## config.mk

```make
export PLATFORM = sky130hd
export DESIGN_NAME = ffswt_word_unit
export DESIGN_NICKNAME = d
export VERILOG_FILES = /design/src/hw/rtl/first_fit_segment_write_tracker_defines.svh /design/src/hw/rtl/ffswt_pkg.sv /design/src/hw/rtl/ffswt_word_unit.sv
export SDC_FILE = /design/constraint.sdc
export NUM_CORES = 1
export LEC_CHECK = 0
export BUFFER_PORTS_ARGS = -buffer_cell sky130_fd_sc_hd__buf_2
export CORE_MARGIN = 2
export CORE_UTILIZATION = 51
export DETAILED_ROUTE_END_ITERATION = 12
export GPL_TIMING_DRIVEN = 1
export PLACE_DENSITY = 0.84
export SLEW_MARGIN = 20
export SYNTH_ARGS = -nofsm -noshare
export SYNTH_HDL_FRONTEND = slang
export SYNTH_SLANG_ARGS = --single-unit
```

## constraint.sdc

```tcl
create_clock -name vclk -period 10.3
set_clock_uncertainty 0.05 [all_clocks]
set_input_delay 1.03 -clock vclk [all_inputs]
set_output_delay 1.03 -clock vclk [all_outputs]
set_load 0.01 [all_outputs]
```

## src/hw/rtl/first_fit_segment_write_tracker_defines.svh

```systemverilog
// Assertion macros shared by the segment write tracker RTL.
`ifndef FIRST_FIT_SEGMENT_WRITE_TRACKER_DEFINES_SVH
`define FIRST_FIT_SEGMENT_WRITE_TRACKER_DEFINES_SVH

// Same-cycle implication, disabled while reset is asserted.
`define FFSWT_ASSERT_IMP(lbl, clk_s, rst_s, ante, cons, msg) \
  lbl: assert property (@(posedge clk_s) disable iff (!rst_s) (ante) |-> (cons)) else $error(msg);

// Next-cycle implication, disabled while reset is asserted.
`define FFSWT_ASSERT_NXT(lbl, clk_s, rst_s, ante, cons, msg) \
  lbl: assert property (@(posedge clk_s) disable iff (!rst_s) (ante) |=> (cons)) else $error(msg);

`endif

```

## src/hw/rtl/ffswt_pkg.sv

```systemverilog
// Package with the word types and fixed constants of the segment write tracker.
`timescale 1ns / 1ps
`default_nettype none
package ffswt_pkg;

  // Map words hold 64 byte-valid bits.
  localparam int MAP_WORD_W = 64;
  localparam int BIT_IDX_W  = 6;
  // Bits newly set in one map word: 0 to 64.
  localparam int ADDED_W    = 7;
  // Width of a fill count plus a byte count before the capacity compare.
  localparam int SUM_W      = 17;

  // Input word: one write request.
  typedef struct packed {
    logic [15:0] byte_offset;
    logic [15:0] byte_count;
  } in_t;

  // Result word.
  typedef struct packed {
    logic        status;
    logic [9:0]  segment_index;
    logic [10:0] fill_after;
  } out_t;

  // Status codes.
  localparam logic STATUS_WRITTEN  = 1'b0;
  localparam logic STATUS_NO_SPACE = 1'b1;

  // Bit range inside the current map word that the request covers.
  typedef struct packed {
    logic [BIT_IDX_W-1:0] lo;
    logic [BIT_IDX_W-1:0] hi;
  } wu_req_t;

  // Updated map word and the number of bits that were newly set.
  typedef struct packed {
    logic [MAP_WORD_W-1:0] word;
    logic [ADDED_W-1:0]    added;
  } wu_res_t;

endpackage
`default_nettype wire

```

## src/hw/rtl/ffswt_word_unit.sv

```systemverilog
// Shared map word unit: sets a bit range in one valid word and counts the new bits.
`timescale 1ns / 1ps
`default_nettype none
module ffswt_word_unit (
  input  wire logic [ffswt_pkg::MAP_WORD_W-1:0] old_word,
  input  wire ffswt_pkg::wu_req_t               req,
  output ffswt_pkg::wu_res_t                    res
);

  logic [ffswt_pkg::MAP_WORD_W-1:0] mask;
  logic [ffswt_pkg::MAP_WORD_W-1:0] fresh;

  // Mask of bits lo..hi, then the bits that were not yet valid.
  always_comb begin
    mask  = ({ffswt_pkg::MAP_WORD_W{1'b1}} << req.lo)
          & ({ffswt_pkg::MAP_WORD_W{1'b1}} >> (6'd63 - req.hi));
    fresh = mask & ~old_word;
    res.word  = old_word | mask;
    res.added = ffswt_pkg::ADDED_W'($countones(fresh));
  end

endmodule
`default_nettype wire

```

After elaboration in Yosys (flattened, before gate mapping)
Cells that the tools add are included.

operators by class
  shifts and indexed selects = 2
  add/sub/neg operators = 64
  bitwise operators = 4

operators by type and width
  kind                                                count
  bitwise AND 64 bit                                  2
  adder 1 x 1 -> 2 bit                                32
  NOT 64 bit                                          1
  bitwise OR 64 bit                                   1
  << shifter 64 x 6 -> 64 bit, first input constant   1
  right shift 64 x 6 -> 64 bit, first input constant  1
  adder 2 x 2 -> 3 bit                                16
  adder 3 x 3 -> 4 bit                                8
  adder 4 x 4 -> 5 bit                                4
  adder 5 x 5 -> 6 bit                                2
  adder 6 x 6 -> 7 bit                                1
  subtractor 6 bit, first input constant              1

word-level totals
  output and inout bits = 71
  word-level logic and storage cells = 70
  input bits = 76
  register bits = 0

Logic depth before layout (Yosys ltp)
  word-level depth = 10
  mapped depth = 24
  gate-level depth less buffers = 22

Least setup slack after synthesis
Ideal clock, no wire load.

  path type = input to output
  start = input req[9] in the netlist's numbering
  end = output res[6] in the netlist's numbering
  data required time = 9220 ps
  path buffers = 2
  setup slack = 1927 ps
  cell stages on the path = 23
  arrival = 7293 ps
  cells stage by stage = buf_2 buf_2 o21ai_0 o211ai_1 or2_2 fa_1 inv_1 fa_1 inv_1 fa_1 fa_1 fa_1 fa_1 fa_1 fa_1 inv_1 ha_1 inv_1 fa_1 nor2b_1 o31a_1 nor2_1 o21bai_1

RTL lines
  element             RTL line              text
  start: declaration  ffswt_word_unit.sv:6  input wire ffswt_pkg::wu_req_t req,
  end: declaration    ffswt_word_unit.sv:7  output ffswt_pkg::wu_res_t res

==> key figures <==
Critical path
  • Most used cell, CP: fa_1
  • CP top delay family: adder cells
  • CP Launch Type: primary input
  • Critical path type: in2out
  • Crit end category: output pin
  • Critical Path AT: 8.04 ns
  • CP max stage delay: 0.60 ns
  • Crit path cell chain: buf_2, inv_1, nor2_1, o211ai_1, nor2_1, fa_1, fa_1, inv_1, fa_1, fa_1, fa_1, fa_1, fa_1, fa_1, inv_1, ha_1, a211oi_1, o21bai_1, a21oi_1, xor2_1, buf_2
  • Crit-path slowest cell: fa_1
  • CP bufs+invs: 5
  • Worst path required time: 9.22 ns
  • Critical Path Fanout Max: 26

Final layout
  • Commonest non-fill, non-tap cell in the layout: buf_2
  • Register cell area after layout: 0 um^2
  • Fill cell count: 590
  • Synthesis-to-layout area growth: 20.6%
  • Num sequential: 0
  • ANT cells: 0
  • Final net count: 721
  • Fraction of layout cells with a size suffix above 1: 0.347
  • Commonest non-fill, non-tap cells in the layout: 147 x buf_2, 57 x inv_1, 54 x fa_1
  • Final-layout clock buffer total: 0

STA
  • Max-slew violations: 0
  • Relative max-transition margin: 0.529
  • Min Tclk post-route: 9.12 ns
  • FMAX: 0.110 GHz
  • Final setup viols: 0
  • Slew at the pin with the worst max-slew slack: 0.697 ns
  • RSZ-0062 raised after global routing: no
  • Tcrit/Tclk final: 0.885
  • Worst setup margin: 1.18 ns
  • Fin Setup TNS: 0 ns
  • Final Hold Viols: 0

Floorplan
  • Row cnt: 29
  • Initial core utilization: 0.533
  • Die ar.: 7390 um^2
  • Top Ports: 147
  • Die Ht: 86.0 um
  • Chip Width: 86.0 um
  • Core box area: 6420 um^2

Yosys
  • Post-synthesis sequential area ratio: 0
  • Synth warnings: 0
  • Cells after Synth: 451
  • Synth unique cells: 50
  • Cell Area, Synth: 3430 um^2
  • Syn Area/Cell: 7.60 um^2
  • Post-synthesis net count: 596

Global routing
  • Vias in the first global route: 3647
  • First-pass GRT wire length: 18800 um
  • Largest net degree at the start of global routing: 28
  • Initial antenna violation count: 0
  • GRT overflow: 0
  • All-Layer GR Usage: 0.324

Placement
  • # port buffers: 147
  • Final GP Congestion: 0.965
  • HPWL Detailed: 10000 um
  • Pre-CTS WS: 1.23 ns

Power
  • Peak supply drop: 0.130 mV
  • P_leak: 0.00196 uW
  • PwrDens: 129 nW/um^2

Run status
  • Status: completed

Route
  • Vias/cell: 5.78
  • Routed Antenna Nets: 0
  • Initial DRC Count: 380
  • WL/cell: 18.2 um
  • Vias: 3760
  • Met2 routed WL: 5640 um
  • Remaining DRCs: 0
  • WL met3: 1010 um
  • First drt pass iteration count: 5
  • WL final: 11900 um
  • Wl on met1: 4990 um
  • DR top layer: met4

Min path
  • Worst Hold Class: in2out

Clock tree
  • Post-CTS sizing: 0
  • CTS Hold Bufs: 0
  • Postcts setup bufs: 0

Run
  • Max_cap viols: 0
layer usage:
metal	global-route usage	vias to the layer above
li1	-	1751
met1	0.456	1777
met2	0.538	214
met3	0.0395	18
met4	0.0693	0
met5	0	-
Yosys cell counts (4+ instances only):
cell type   n  area [um^2]
inv_1      57          214
fa_1       54         1080
nand2b_1   52          325
or2_2      44          275
nor2_1     35          131
nand2_1    22         82.6
a21oi_1    18         90.1
buf_2      16         80.1
ha_1       15          188
o21ai_0    15         75.1
a211oi_1   10         75.1
nand3_1     9         45.0
o211ai_1    9         67.6
or3_1       8         50.1
a21o_1      6         45.0
clkbuf_1    6         22.5
nor3_1      6         30.0
nor2b_1     5         31.3
o21bai_1    5         37.5
a211o_1     4         35.0
a31oi_1     4         25.0
kinds of logic after synthesis:
family | count (synthesis) | share of synthesized area
simple gates | 198 | 0.318
compound gates | 100 | 0.205
buf+inv | 81 | 0.0990
fa+ha+maj | 69 | 0.370
xor+xnor | 3 | 0.00767
metrics by stage:
step | hold WS (ns) | cells | utilization | area [um^2] | total power [uW]
6_report | 2.29 | 651 | 0.643 | 4130 | 533
5_1_grt | 2.30 | 651 | 0.643 | 4130 | 606
4_1_cts | 2.29 | 651 | 0.643 | 4130 | 540
3_5_place_dp | 2.29 | 651 | 0.643 | 4130 | 535
3_3_place_gp | 2.28 | 651 | 0.643 | 4130 | 519
2_1_floorplan | 2.11 | 451 | - | 3430 | 381
worst paths after layout:
kind / to / start / cells after the start
worst max-delay path: res[5] / req[5] / 21
worst min-delay path: res[24] / old_word[17] / 3
final cells by class:
class / count / area (um^2) / share of cell area
Multi-Input combinational cell: 370 / 3090 / 0.747
Tap cell: 77 / 96.3 / 0.0233
Inverter: 57 / 214 / 0.0518
Timing Repair Buffer: 147 / 736 / 0.178
power breakdown:
part           leakage [uW]  internal [uW]  switching [uW]
clock                     0              0               0
sequential                0              0               0
combinational       0.00196            237             296
total               0.00196            237             296
(Power assumes the default switching activity.)
